--- src/rtl/core/gmap_pkg.sv ---
// Shared constants and types for the grid maximum average path block.
package gmap_pkg;

    localparam int CFG_W     = 7;
    localparam int SUM_OUT_W = 23;
    localparam int AVG_OUT_W = 24;

    typedef enum logic [2:0] {
        BK_IDLE = 3'b001,
        BK_DIV  = 3'b010,
        BK_DONE = 3'b100
    } back_state_t;

endpackage

--- src/rtl/core/gmap_front.sv ---
// Front end: accepts cells, tracks the grid position and updates the best path sums.
module gmap_front
    import gmap_pkg::*;
#(
    parameter int MAX_SIZE    = 64,
    parameter int VALUE_WIDTH = 16,
    parameter int IDX_W       = 6,
    parameter int SUM_W       = 23,
    parameter int DIV_W       = 7
) (
    input  logic                          clk,
    input  logic                          rst_n,
    input  logic                          grid_size_we,
    input  logic [CFG_W-1:0]              grid_size,
    input  logic                          in_valid,
    output logic                          in_stall,
    input  logic signed [VALUE_WIDTH-1:0] cell_value,
    input  logic                          q_full,
    output logic                          q_push,
    output logic signed [SUM_W-1:0]       q_sum,
    output logic [DIV_W-1:0]              q_div
);

    logic [IDX_W-1:0]        col_reg, col_next;
    logic [IDX_W-1:0]        row_reg, row_next;
    logic [IDX_W-1:0]        last_reg, last_next;
    logic [DIV_W-1:0]        div_reg, div_next;
    logic signed [SUM_W-1:0] left_reg, left_next;
    logic signed [SUM_W-1:0] above_reg;
    logic signed [SUM_W-1:0] row_mem [MAX_SIZE];
    logic signed [SUM_W-1:0] cell_ext;
    logic signed [SUM_W-1:0] best;
    logic                    col_end;
    logic                    is_last;
    logic                    accept;

    assign col_end  = (col_reg == last_reg);
    assign is_last  = col_end && (row_reg == last_reg);
    // Only the closing cell of a grid needs room in the result queue.
    assign in_stall = q_full && is_last;
    assign accept   = in_valid && !in_stall;
    assign cell_ext = SUM_W'(cell_value);

    always_comb
    begin
        priority if (row_reg == '0 && col_reg == '0)
        begin
            best = cell_ext;
        end
        else if (row_reg == '0)
        begin
            best = left_reg + cell_ext;
        end
        else if (col_reg == '0)
        begin
            best = above_reg + cell_ext;
        end
        else
        begin
            best = ((above_reg > left_reg) ? above_reg : left_reg) + cell_ext;
        end
    end

    always_comb
    begin
        int side;
        side = (grid_size == '0) ? 1 :
               ((int'(grid_size) > MAX_SIZE) ? MAX_SIZE : int'(grid_size));
        col_next  = col_reg;
        row_next  = row_reg;
        left_next = left_reg;
        last_next = last_reg;
        div_next  = div_reg;
        if (grid_size_we)
        begin
            last_next = IDX_W'(side - 1);
            div_next  = DIV_W'(2 * side - 1);
            col_next  = '0;
            row_next  = '0;
            left_next = '0;
        end
        else if (accept)
        begin
            left_next = best;
            if (col_end)
            begin
                col_next = '0;
                if (row_reg == last_reg)
                begin
                    row_next  = '0;
                    left_next = '0;
                end
                else
                begin
                    row_next = row_reg + 1'b1;
                end
            end
            else
            begin
                col_next = col_reg + 1'b1;
            end
        end
    end

    always_ff @(posedge clk or negedge rst_n)
    begin
        if (!rst_n)
        begin
            col_reg  <= '0;
            row_reg  <= '0;
            left_reg <= '0;
            last_reg <= '0;
            div_reg  <= DIV_W'(1);
        end
        else
        begin
            col_reg  <= col_next;
            row_reg  <= row_next;
            left_reg <= left_next;
            last_reg <= last_next;
            div_reg  <= div_next;
        end
    end

    // The row store is read into a register at the column of the next cell, ahead of that cell.
    always_ff @(posedge clk)
    begin
        if (accept)
        begin
            row_mem[col_reg] <= best;
        end
        above_reg <= row_mem[col_next];
    end

    assign q_push = accept && is_last;
    assign q_sum  = best;
    assign q_div  = div_reg;

endmodule

--- src/rtl/core/gmap_fifo.sv ---
// Two-entry queue that carries finished grid sums from the front end to the divider.
module gmap_fifo #(
    parameter int WIDTH = 30
) (
    input  logic             clk,
    input  logic             rst_n,
    input  logic             push,
    input  logic [WIDTH-1:0] push_data,
    output logic             full,
    input  logic             pop,
    output logic             not_empty,
    output logic [WIDTH-1:0] pop_data
);

    logic [WIDTH-1:0] slot_reg [2];
    logic             wr_ptr_reg;
    logic             rd_ptr_reg;
    logic [1:0]       count_reg, count_next;
    logic             do_push;
    logic             do_pop;

    assign full      = (count_reg == 2'd2);
    assign not_empty = (count_reg != 2'd0);
    assign do_push   = push && !full;
    assign do_pop    = pop && not_empty;
    assign pop_data  = slot_reg[rd_ptr_reg];

    always_comb
    begin
        count_next = count_reg;
        if (do_push && !do_pop)
        begin
            count_next = count_reg + 2'd1;
        end
        else if (do_pop && !do_push)
        begin
            count_next = count_reg - 2'd1;
        end
    end

    always_ff @(posedge clk or negedge rst_n)
    begin
        if (!rst_n)
        begin
            wr_ptr_reg <= 1'b0;
            rd_ptr_reg <= 1'b0;
            count_reg  <= 2'd0;
        end
        else
        begin
            count_reg <= count_next;
            if (do_push)
            begin
                wr_ptr_reg <= !wr_ptr_reg;
            end
            if (do_pop)
            begin
                rd_ptr_reg <= !rd_ptr_reg;
            end
        end
    end

    always_ff @(posedge clk)
    begin
        if (do_push)
        begin
            slot_reg[wr_ptr_reg] <= push_data;
        end
    end

endmodule

--- src/rtl/core/gmap_back.sv ---
// Back end: divides the best sum by the path length, one quotient bit per cycle.
module gmap_back
    import gmap_pkg::*;
#(
    parameter int SUM_W         = 23,
    parameter int DIV_W         = 7,
    parameter int FRACTION_BITS = 8
) (
    input  logic                        clk,
    input  logic                        rst_n,
    input  logic                        q_valid,
    input  logic signed [SUM_W-1:0]     q_sum,
    input  logic [DIV_W-1:0]            q_div,
    output logic                        q_pop,
    output logic                        out_valid,
    input  logic                        out_stall,
    output logic signed [SUM_OUT_W-1:0] best_path_sum,
    output logic signed [AVG_OUT_W-1:0] average_q8
);

    localparam int DVD_W   = SUM_W + FRACTION_BITS;
    localparam int CNT_W   = $clog2(DVD_W + 1);
    localparam int SEXT_W  = (SUM_W > SUM_OUT_W) ? SUM_W : SUM_OUT_W;
    localparam int AEXT_W  = (DVD_W + 1 > AVG_OUT_W) ? DVD_W + 1 : AVG_OUT_W;

    back_state_t             state_reg, state_next;
    logic [CNT_W-1:0]        cnt_reg, cnt_next;
    logic signed [SUM_W-1:0] sum_reg;
    logic [DIV_W-1:0]        div_reg;
    logic [DIV_W-1:0]        rem_reg;
    logic [DVD_W-1:0]        dvd_reg;
    logic                    neg_reg;
    logic [SUM_W-1:0]        mag;
    logic [DIV_W:0]          trial;
    logic                    fits;
    logic signed [DVD_W:0]   quot;
    logic signed [SEXT_W-1:0] sum_ext;
    logic signed [AEXT_W-1:0] avg_ext;

    assign q_pop = (state_reg == BK_IDLE) && q_valid;
    assign mag   = (q_sum < 0) ? SUM_W'(-q_sum) : SUM_W'(q_sum);
    assign trial = {rem_reg, dvd_reg[DVD_W-1]};
    assign fits  = (trial >= {1'b0, div_reg});

    always_comb
    begin
        state_next = state_reg;
        cnt_next   = cnt_reg;
        unique case (state_reg)
            BK_IDLE:
            begin
                if (q_valid)
                begin
                    state_next = BK_DIV;
                    cnt_next   = CNT_W'(DVD_W);
                end
            end
            BK_DIV:
            begin
                cnt_next = cnt_reg - 1'b1;
                if (cnt_reg == CNT_W'(1))
                begin
                    state_next = BK_DONE;
                end
            end
            BK_DONE:
            begin
                if (!out_stall)
                begin
                    state_next = BK_IDLE;
                end
            end
            default:
            begin
                state_next = BK_IDLE;
            end
        endcase
    end

    always_ff @(posedge clk or negedge rst_n)
    begin
        if (!rst_n)
        begin
            state_reg <= BK_IDLE;
            cnt_reg   <= '0;
        end
        else
        begin
            state_reg <= state_next;
            cnt_reg   <= cnt_next;
        end
    end

    // Restoring division: the dividend register fills with quotient bits from the bottom.
    always_ff @(posedge clk)
    begin
        if (q_pop)
        begin
            sum_reg <= q_sum;
            div_reg <= q_div;
            neg_reg <= (q_sum < 0);
            rem_reg <= '0;
            dvd_reg <= DVD_W'(mag) << FRACTION_BITS;
        end
        else if (state_reg == BK_DIV)
        begin
            rem_reg <= fits ? DIV_W'(trial - {1'b0, div_reg}) : DIV_W'(trial);
            dvd_reg <= {dvd_reg[DVD_W-2:0], fits};
        end
    end

    assign quot    = neg_reg ? -$signed({1'b0, dvd_reg}) : $signed({1'b0, dvd_reg});
    assign sum_ext = SEXT_W'(sum_reg);
    assign avg_ext = AEXT_W'(quot);

    assign out_valid     = (state_reg == BK_DONE);
    assign best_path_sum = sum_ext[SUM_OUT_W-1:0];
    assign average_q8    = avg_ext[AVG_OUT_W-1:0];

endmodule

--- src/rtl/core/grid_max_average_path.sv ---
// Top level of the grid maximum average path block.
// A cell request is taken every cycle; the front end only stalls on a grid's last cell when the
// result queue is full. The best sum and its path length pass through the two-entry result queue
// to the bit-serial divider, which takes a new grid only from its idle state, so not before the
// last result has been accepted. Reset clears counters, queue and divider state and sets
// the side length to 1; the row store is not cleared.
module grid_max_average_path
    import gmap_pkg::*;
#(
    parameter int MAX_SIZE      = 64,
    parameter int VALUE_WIDTH   = 16,
    parameter int FRACTION_BITS = 8
) (
    input  logic                          clk,
    input  logic                          rst_n,
    input  logic                          grid_size_we,
    input  logic [CFG_W-1:0]              grid_size,
    input  logic                          in_valid,
    output logic                          in_stall,
    input  logic signed [VALUE_WIDTH-1:0] cell_value,
    output logic                          out_valid,
    input  logic                          out_stall,
    output logic signed [SUM_OUT_W-1:0]   best_path_sum,
    output logic signed [AVG_OUT_W-1:0]   average_q8
);

    localparam int IDX_W = $clog2(MAX_SIZE);
    localparam int DIV_W = IDX_W + 1;
    localparam int SUM_W = VALUE_WIDTH + $clog2(2 * MAX_SIZE);
    localparam int Q_W   = SUM_W + DIV_W;

    logic                    q_full;
    logic                    q_push;
    logic signed [SUM_W-1:0] push_sum;
    logic [DIV_W-1:0]        push_div;
    logic                    q_pop;
    logic                    q_not_empty;
    logic [Q_W-1:0]          pop_data;

    gmap_front #(
        .MAX_SIZE    (MAX_SIZE),
        .VALUE_WIDTH (VALUE_WIDTH),
        .IDX_W       (IDX_W),
        .SUM_W       (SUM_W),
        .DIV_W       (DIV_W)
    ) u_front (
        .clk          (clk),
        .rst_n        (rst_n),
        .grid_size_we (grid_size_we),
        .grid_size    (grid_size),
        .in_valid     (in_valid),
        .in_stall     (in_stall),
        .cell_value   (cell_value),
        .q_full       (q_full),
        .q_push       (q_push),
        .q_sum        (push_sum),
        .q_div        (push_div)
    );

    gmap_fifo #(
        .WIDTH (Q_W)
    ) u_fifo (
        .clk       (clk),
        .rst_n     (rst_n),
        .push      (q_push),
        .push_data ({push_sum, push_div}),
        .full      (q_full),
        .pop       (q_pop),
        .not_empty (q_not_empty),
        .pop_data  (pop_data)
    );

    gmap_back #(
        .SUM_W         (SUM_W),
        .DIV_W         (DIV_W),
        .FRACTION_BITS (FRACTION_BITS)
    ) u_back (
        .clk           (clk),
        .rst_n         (rst_n),
        .q_valid       (q_not_empty),
        .q_sum         ($signed(pop_data[Q_W-1:DIV_W])),
        .q_div         (pop_data[DIV_W-1:0]),
        .q_pop         (q_pop),
        .out_valid     (out_valid),
        .out_stall     (out_stall),
        .best_path_sum (best_path_sum),
        .average_q8    (average_q8)
    );

endmodule

--- config.mk ---
export PLATFORM = sky130hd
export DESIGN_NAME = grid_max_average_path
export DESIGN_NICKNAME = d
export VERILOG_FILES = /design/src/rtl/core/gmap_pkg.sv /design/src/rtl/core/gmap_front.sv /design/src/rtl/core/gmap_fifo.sv /design/src/rtl/core/gmap_back.sv /design/src/rtl/core/grid_max_average_path.sv
export SDC_FILE = /design/constraint.sdc
export NUM_CORES = 2
export LEC_CHECK = 0
export ABC_AREA = 1
export BUFFER_PORTS_ARGS = -buffer_cell sky130_fd_sc_hd__buf_4
export CORE_MARGIN = 2
export CORE_UTILIZATION = 55
export CTS_CLUSTER_DIAMETER = 150
export DETAILED_ROUTE_END_ITERATION = 6
export PLACE_DENSITY = 0.75
export REMOVE_ABC_BUFFERS = 1
export SLEW_MARGIN = 20
export SYNTH_ARGS = -nofsm -noshare
export SYNTH_HDL_FRONTEND = slang
export SYNTH_SLANG_ARGS = --single-unit
export TNS_END_PERCENT = 20
--- constraint.sdc ---
create_clock -name clk -period 19.83 [get_ports clk]
set_input_delay 3.966 -clock clk [delete_from_list [all_inputs] [get_ports clk]]
set_output_delay 3.966 -clock clk [all_outputs]
set_load 0.005 [all_outputs]
## After elaboration in Yosys (flattened, before gate mapping)

Memories as Yosys holds them, arrays and structs flattened. A register that Yosys moved wholly into a read port is not among the register bits.
Index checks and enable logic that the tools add are counted.

- Mux-type cells: 34
- Eq/ne operators: 10
- $lt $le $gt $ge: 4
- Add/sub/neg operators: 13
- Reductions and logical operators: 28

Operators with widths:

| operator | number |
|---|---|
| $mux 23 | 9 |
| $add 23x16->23 | 3 |
| $mux 31 | 2 |
| $mux 6 | 9 |
| $mux 24 | 1 |
| $neg 24->24 | 1 |
| $gt 23x23->1 | 1 |
| $lt 23x1->1 const B | 1 |
| $neg 23->23 | 1 |
| $add 6x1->6 const B | 2 |
| $eq 6x6->1 | 2 |
| $logic_not 6->1 | 2 |
| $reduce_bool 2->1 | 6 |
| $logic_and 1x1->1 | 10 |
| $pmux 5 s2 | 1 |
| $mux 3 | 3 |
| $pmux 3 s3 | 1 |
| $ge 8x7->1 | 1 |
| $gt 7x7->1 const B | 1 |
| $logic_not 7->1 | 1 |
| $mux 7 | 1 |
| $sub 7x2->7 const B | 1 |
| $sub 7x7->7 | 1 |
| $logic_not 1->1 | 6 |
| 16 further kinds | 22 |

- Input bits: 28
- Bits in writable memories: 1532
- Memories kept: 2
- Logic and storage cells: 107
- Output and inout port bits: 49
- Register bits after elaboration: 129

Memory list:

| name | words | width | rd ports | clocked after memory_dff | wr ports | line | RTL |
|---|---|---|---|---|---|---|---|
| u_front.row_mem | 64 | 23 | 1 | 1 | 1 | gmap_front.sv:30 | `logic signed [SUM_W-1:0] row_mem [MAX_SIZE];` |
| u_fifo.slot_reg | 2 | 30 | 1 | 0 | 1 | gmap_fifo.sv:15 | `logic [WIDTH-1:0] slot_reg [2];` |

## Longest topological paths before layout

- Word-level depth: 11
- Gate-level depth with buffers: 32
- Mapped depth without buffers: 31

## Modules after synthesis

From an unflattened synthesis, not the netlist that was laid out.

- Cells, all modules: 7348
- Area, all modules: 75665.1 µm²

Modules (own cells, without submodules):

| module | sequential area each (µm²) | instances | cells an instance | area each (µm²) |
|---|---|---|---|---|
| gmap_front | 45688.8 | 1 | 6597 | 68782.2 |
| gmap_back | 2093.3 | 1 | 563 | 4480.5 |
| gmap_fifo | 1901.8 | 1 | 188 | 2402.3 |

## Least setup slack after synthesis

No wires, ideal clock.

- Kind: input to register
- From: in cell_value[0]
- To: mem u_fifo.slot_reg[0][21], data pin
- Setup time: 0.607 ns
- Cell stages on the path: 10
- Buffers on the path: 0
- Path slack: 11.737 ns
- Required time: 19.223 ns
- Arrival: 7.486 ns
- Cells stage by stage: ha_1 -> inv_1 -> fa_1 -> nand3b_1 -> nand2_1 -> a21oi_1 -> o31ai_1 -> a21oi_1 -> or2_2 -> a31oi_1

- Cells in the longest elaborated chain, start to end: 4
- Elaborated cells between the ends (all ways): 6
- Those cells by class: add/sub (3); mux (3)

RTL lines:

| element | line | RTL |
|---|---|---|
| start: declaration | grid_max_average_path.sv:20 | `input logic signed [VALUE_WIDTH-1:0] cell_value,` |
| $add 23x16->23, on equally long branches | gmap_front.sv:60, gmap_front.sv:56 |  |
| $mux 23 | gmap_front.sv:54 | `else if (col_reg == '0)` |
| $mux 23 (*) | gmap_front.sv:50 | `else if (row_reg == '0)` |
| $mux 23 (*) | gmap_front.sv:46 | `priority if (row_reg == '0 && col_reg == '0)` |
| named net push_sum[14] | grid_max_average_path.sv:34 | `logic signed [SUM_W-1:0] push_sum;` |
| end: declaration | gmap_fifo.sv:15 |  |

Mark *: on every way through the listed nets, which the timed path passes. The rest lies on a longest branch.

## Worst setup path after layout

- From: in grid_size_we
- To: reg u_front.above_reg[14], read port of u_front.row_mem

- Cells in the longest elaborated chain, start to end: 1

RTL lines:

| element | line | RTL |
|---|---|---|
| start: declaration | grid_max_average_path.sv:16 | `input logic grid_size_we,` |
| $mux 6 | gmap_front.sv:74 | `if (grid_size_we)` |
| end: declaration | gmap_front.sv:29 | `logic signed [SUM_W-1:0] above_reg;` |

Every way passes these cells.
A chain may end at the register's enable or synchronous reset.

==> impl_metrics.yaml <==
global_routing:
  antenna_found_initial: 8
  grt_usage_pct: 29.59
  grt_max_degree: 232
  grt_first_pass_wirelength_mm: 312.0
  grt_overflow: 0
  grt_pass1_vias: 51560
yosys:
  synth_area_um2: 75520
  synth_commonest_cells: "nand2_1, edfxtp_1, nand3_1"
  syn_area_per_cell_um2: 10.15
  yosys_warnings: 0
  synth-seq-area-share_pct: 65.67
  synth_most_common_cell: "nand2_1"
  ys_async_sr_fraction_pct: 3.168
  ys_top_cells_by_area: "edfxtp_1, nand3_1, nand2_1"
  yosysTopAreaCell: "edfxtp_1"
  syn_inst: 7440
  synth_top_area_share_pct: 62.90
  ys_seq_elements: 1673
  synth_edf_count: 1582
  synth-main-ff-cell: "edfxtp_1"
  ys_types: 54
setup_path:
  end_kind: "flop"
  path_max_fanout: 231
  required_ns: 20.54
  setup.worst_path.start_class: "primary input"
  crit_arrival_ns: 9.98
  path_class: "primary input to flop"
placed_design:
  routabilityCongestion: 0.9407
  place_hpwl_mm: 114.6
  dpl.cell_count: 9035
  numPortBuffers: 76
power_and_ir_drop:
  power_density_nw_per_um2: 148.6
  ir_drop_mv: 0.3469
  switchingPower_mw: 4.395
  p_leak_nw: 34.92
  finalPower_mw: 12.37
  comb_power_share_pct: 29.2
  power.share.sequential_pct: 45.2
  p_int_mw: 7.975
  p_sw_share_pct: 35.53
  power.share.clock_pct: 25.6
flow_run:
  cap_violations: 0
sta:
  hold_viol: 0
  fin_skew_ns: 0.04119
  finalCriticalPeriod_ns: 9.270
  rsz0062_at_grt: "false"
  finalSetupTns_ns: 0
  finalMaxSlewViolations: 0
  slew_headroom_pct: 13.23
  finalHoldWorstSlack_ns: 0.4722
  final-setup-viol-count: 0
  max_freq_ghz: 0.1079
  min_period_over_period_pct: 46.75
  tightest_slew_ns: 1.301
routing:
  wl_met3_mm: 25.14
  num_vias: 53970
  antenna_left: 0
  wire_per_inst_um: 22.33
  dr.first_iter.drc_count: 7920
  wl_mm: 208.9
  dr_wl_met2_mm: 96.00
  vias_per_cell: 5.770
  top_layer: "met5"
  m1WireLength_mm: 76.75
  first_pass_iters: 7
  drc: 0
floorplan:
  die_area_um2: 140300
  die_x_um: 374.6
  rows: 135
  start_util_pct: 55.61
  die_y_um: 374.6
  core_area_um2: 135800
  io_pins: 77
worst_hold_path:
  hold_path.class: "flop to flop"
cells_and_area:
  area_growth_pct: 10.21
  largest_reg_flops: 1472
  final_util_pct: 61.29
  layout-drive-gt1-share_pct: 7.544
  finalNetCount: 7517
  fin_cells: 9354
clock_network:
  htreeDepth: 4
  path_clk_slew_ns: 0.06
  cts_root_buffer: "clkbuf_16"
  clock_latency_ns: 0.83
  clockBufferDepth: 3
  postCtsSetupBuffers: 0
  cts_tree: "done"
  clkSinkCount: 1673
  cts_made_buffers: 168
  post_cts_resized: 0
  cts_hold_buf: 0
status:
  status: "finished, final reports clean"
routing by layer:
metal | GRT usage, % | vias to the layer above
met5 | 0 | -
met2 | 46.60 | 3358
met1 | 38.50 | 25650
met3 | 6.893 | 550
li1 | - | 24410
met4 | 15.23 | 6
power groups by stage:
stage	sequential, mW	combinational, mW	clock, mW
after CTS	5.58	3.56	3.18
after floorplan	5.65	1.95	0
after detailed placement	5.65	3.55	0
final	5.59	3.61	3.16
after global routing	5.60	3.89	3.32
after global placement	5.65	3.46	0
worst paths after layout:
path                               startpoint               endpoint  cells after the start  slack (ns)
hold reg to reg             u_back.rem_reg[3]      u_back.rem_reg[3]                      2        0.47
hold / removal              u_back.rem_reg[3]      u_back.rem_reg[3]                      2        0.47
max in group asynchronous               rst_n     u_front.col_reg[2]                      1       15.99
setup / recovery                 grid_size_we  u_front.above_reg[14]                     15       10.56
setup reg to reg           u_front.col_reg[2]  u_front.above_reg[14]                     20       12.71
min in group asynchronous               rst_n    u_back.state_reg[2]                      1        3.24
cells by family (layout without fill, tap and decap cells):
| family | count (synthesis) | in the layout | synth area share [%] |
|---|---|---|---|
| simple gates | 3532 | 3532 | 20.82 |
| buf+inv | 1855 | 1984 | 9.863 |
| flops | 1673 | 1673 | 65.67 |
| compound gates | 272 | 272 | 2.043 |
| fa+ha+maj | 65 | 65 | 1.097 |
| xor+xnor | 39 | 39 | 0.4523 |
| mux | 4 | 4 | 0.05302 |
| other cells | 0 | 4 | 0 |
cells in the final DEF, fill, tap and decap left out, types with 6 or more instances in the layout:
cell type / netlist / layout
xor2_1: 35 / 35
nand3b_1: 95 / 95
nor2_2: 3 / 39
inv_2: 9 / 24
clkbuf_8: 0 / 7
o21ai_0: 101 / 99
nand2_1: 1680 / 1677
o31ai_1: 6 / 6
nand3_1: 1482 / 1482
nor2_4: 1 / 31
clkbuf_16: 0 / 171
buf_4: 47 / 180
nand4_1: 44 / 44
bufinv_16: 0 / 13
clkinv_1: 2 / 34
ha_1: 63 / 63
dfxtp_1: 38 / 38
dfrtp_1: 52 / 52
a21oi_1: 91 / 89
edfxtp_1: 1582 / 1582
or2_2: 19 / 19
clkbuf_1: 97 / 35
nor3_1: 20 / 19
inv_6: 0 / 7
o22ai_1: 32 / 32
a31oi_1: 9 / 8
inv_1: 1472 / 1455
nor2_1: 172 / 106
clkinv_2: 0 / 37
worst max-delay path, stage by stage:
cell	delay, ns
buf_4	0.18
inv_2	0.06
buf_4	0.42
nand3_4	0.83
nand2_4	0.97
buf_12	0.66
buf_4	1.01
buf_4	0.61
nand2_1	0.15
nand3_1	0.12
nand3_1	0.10
nand3_1	0.12
nand3_1	0.09
nand3_1	0.10
nand2_1	0.07
per-stage QoR:
stage,setup slack (ns),cell area (µm²)
floorplan,-1.390,73640
global placement,10.14,77750
detailed placement,9.977,77750
CTS,10.87,83220
global route,10.34,83230
finish,10.56,83230
layout make-up:
cell class | instances | area, µm²
diodes | 4 | 10.01
clock buffers | 213 | 4507
clock inverters | 102 | 959.7
fillers | 10420 | 52570
inverters | 1484 | 5582
multi-input cells | 3912 | 18900
flip-flops and latches | 1673 | 49590
well taps | 1781 | 2228
repair buffers | 185 | 1451
Power figures use the tool's default switching activity.
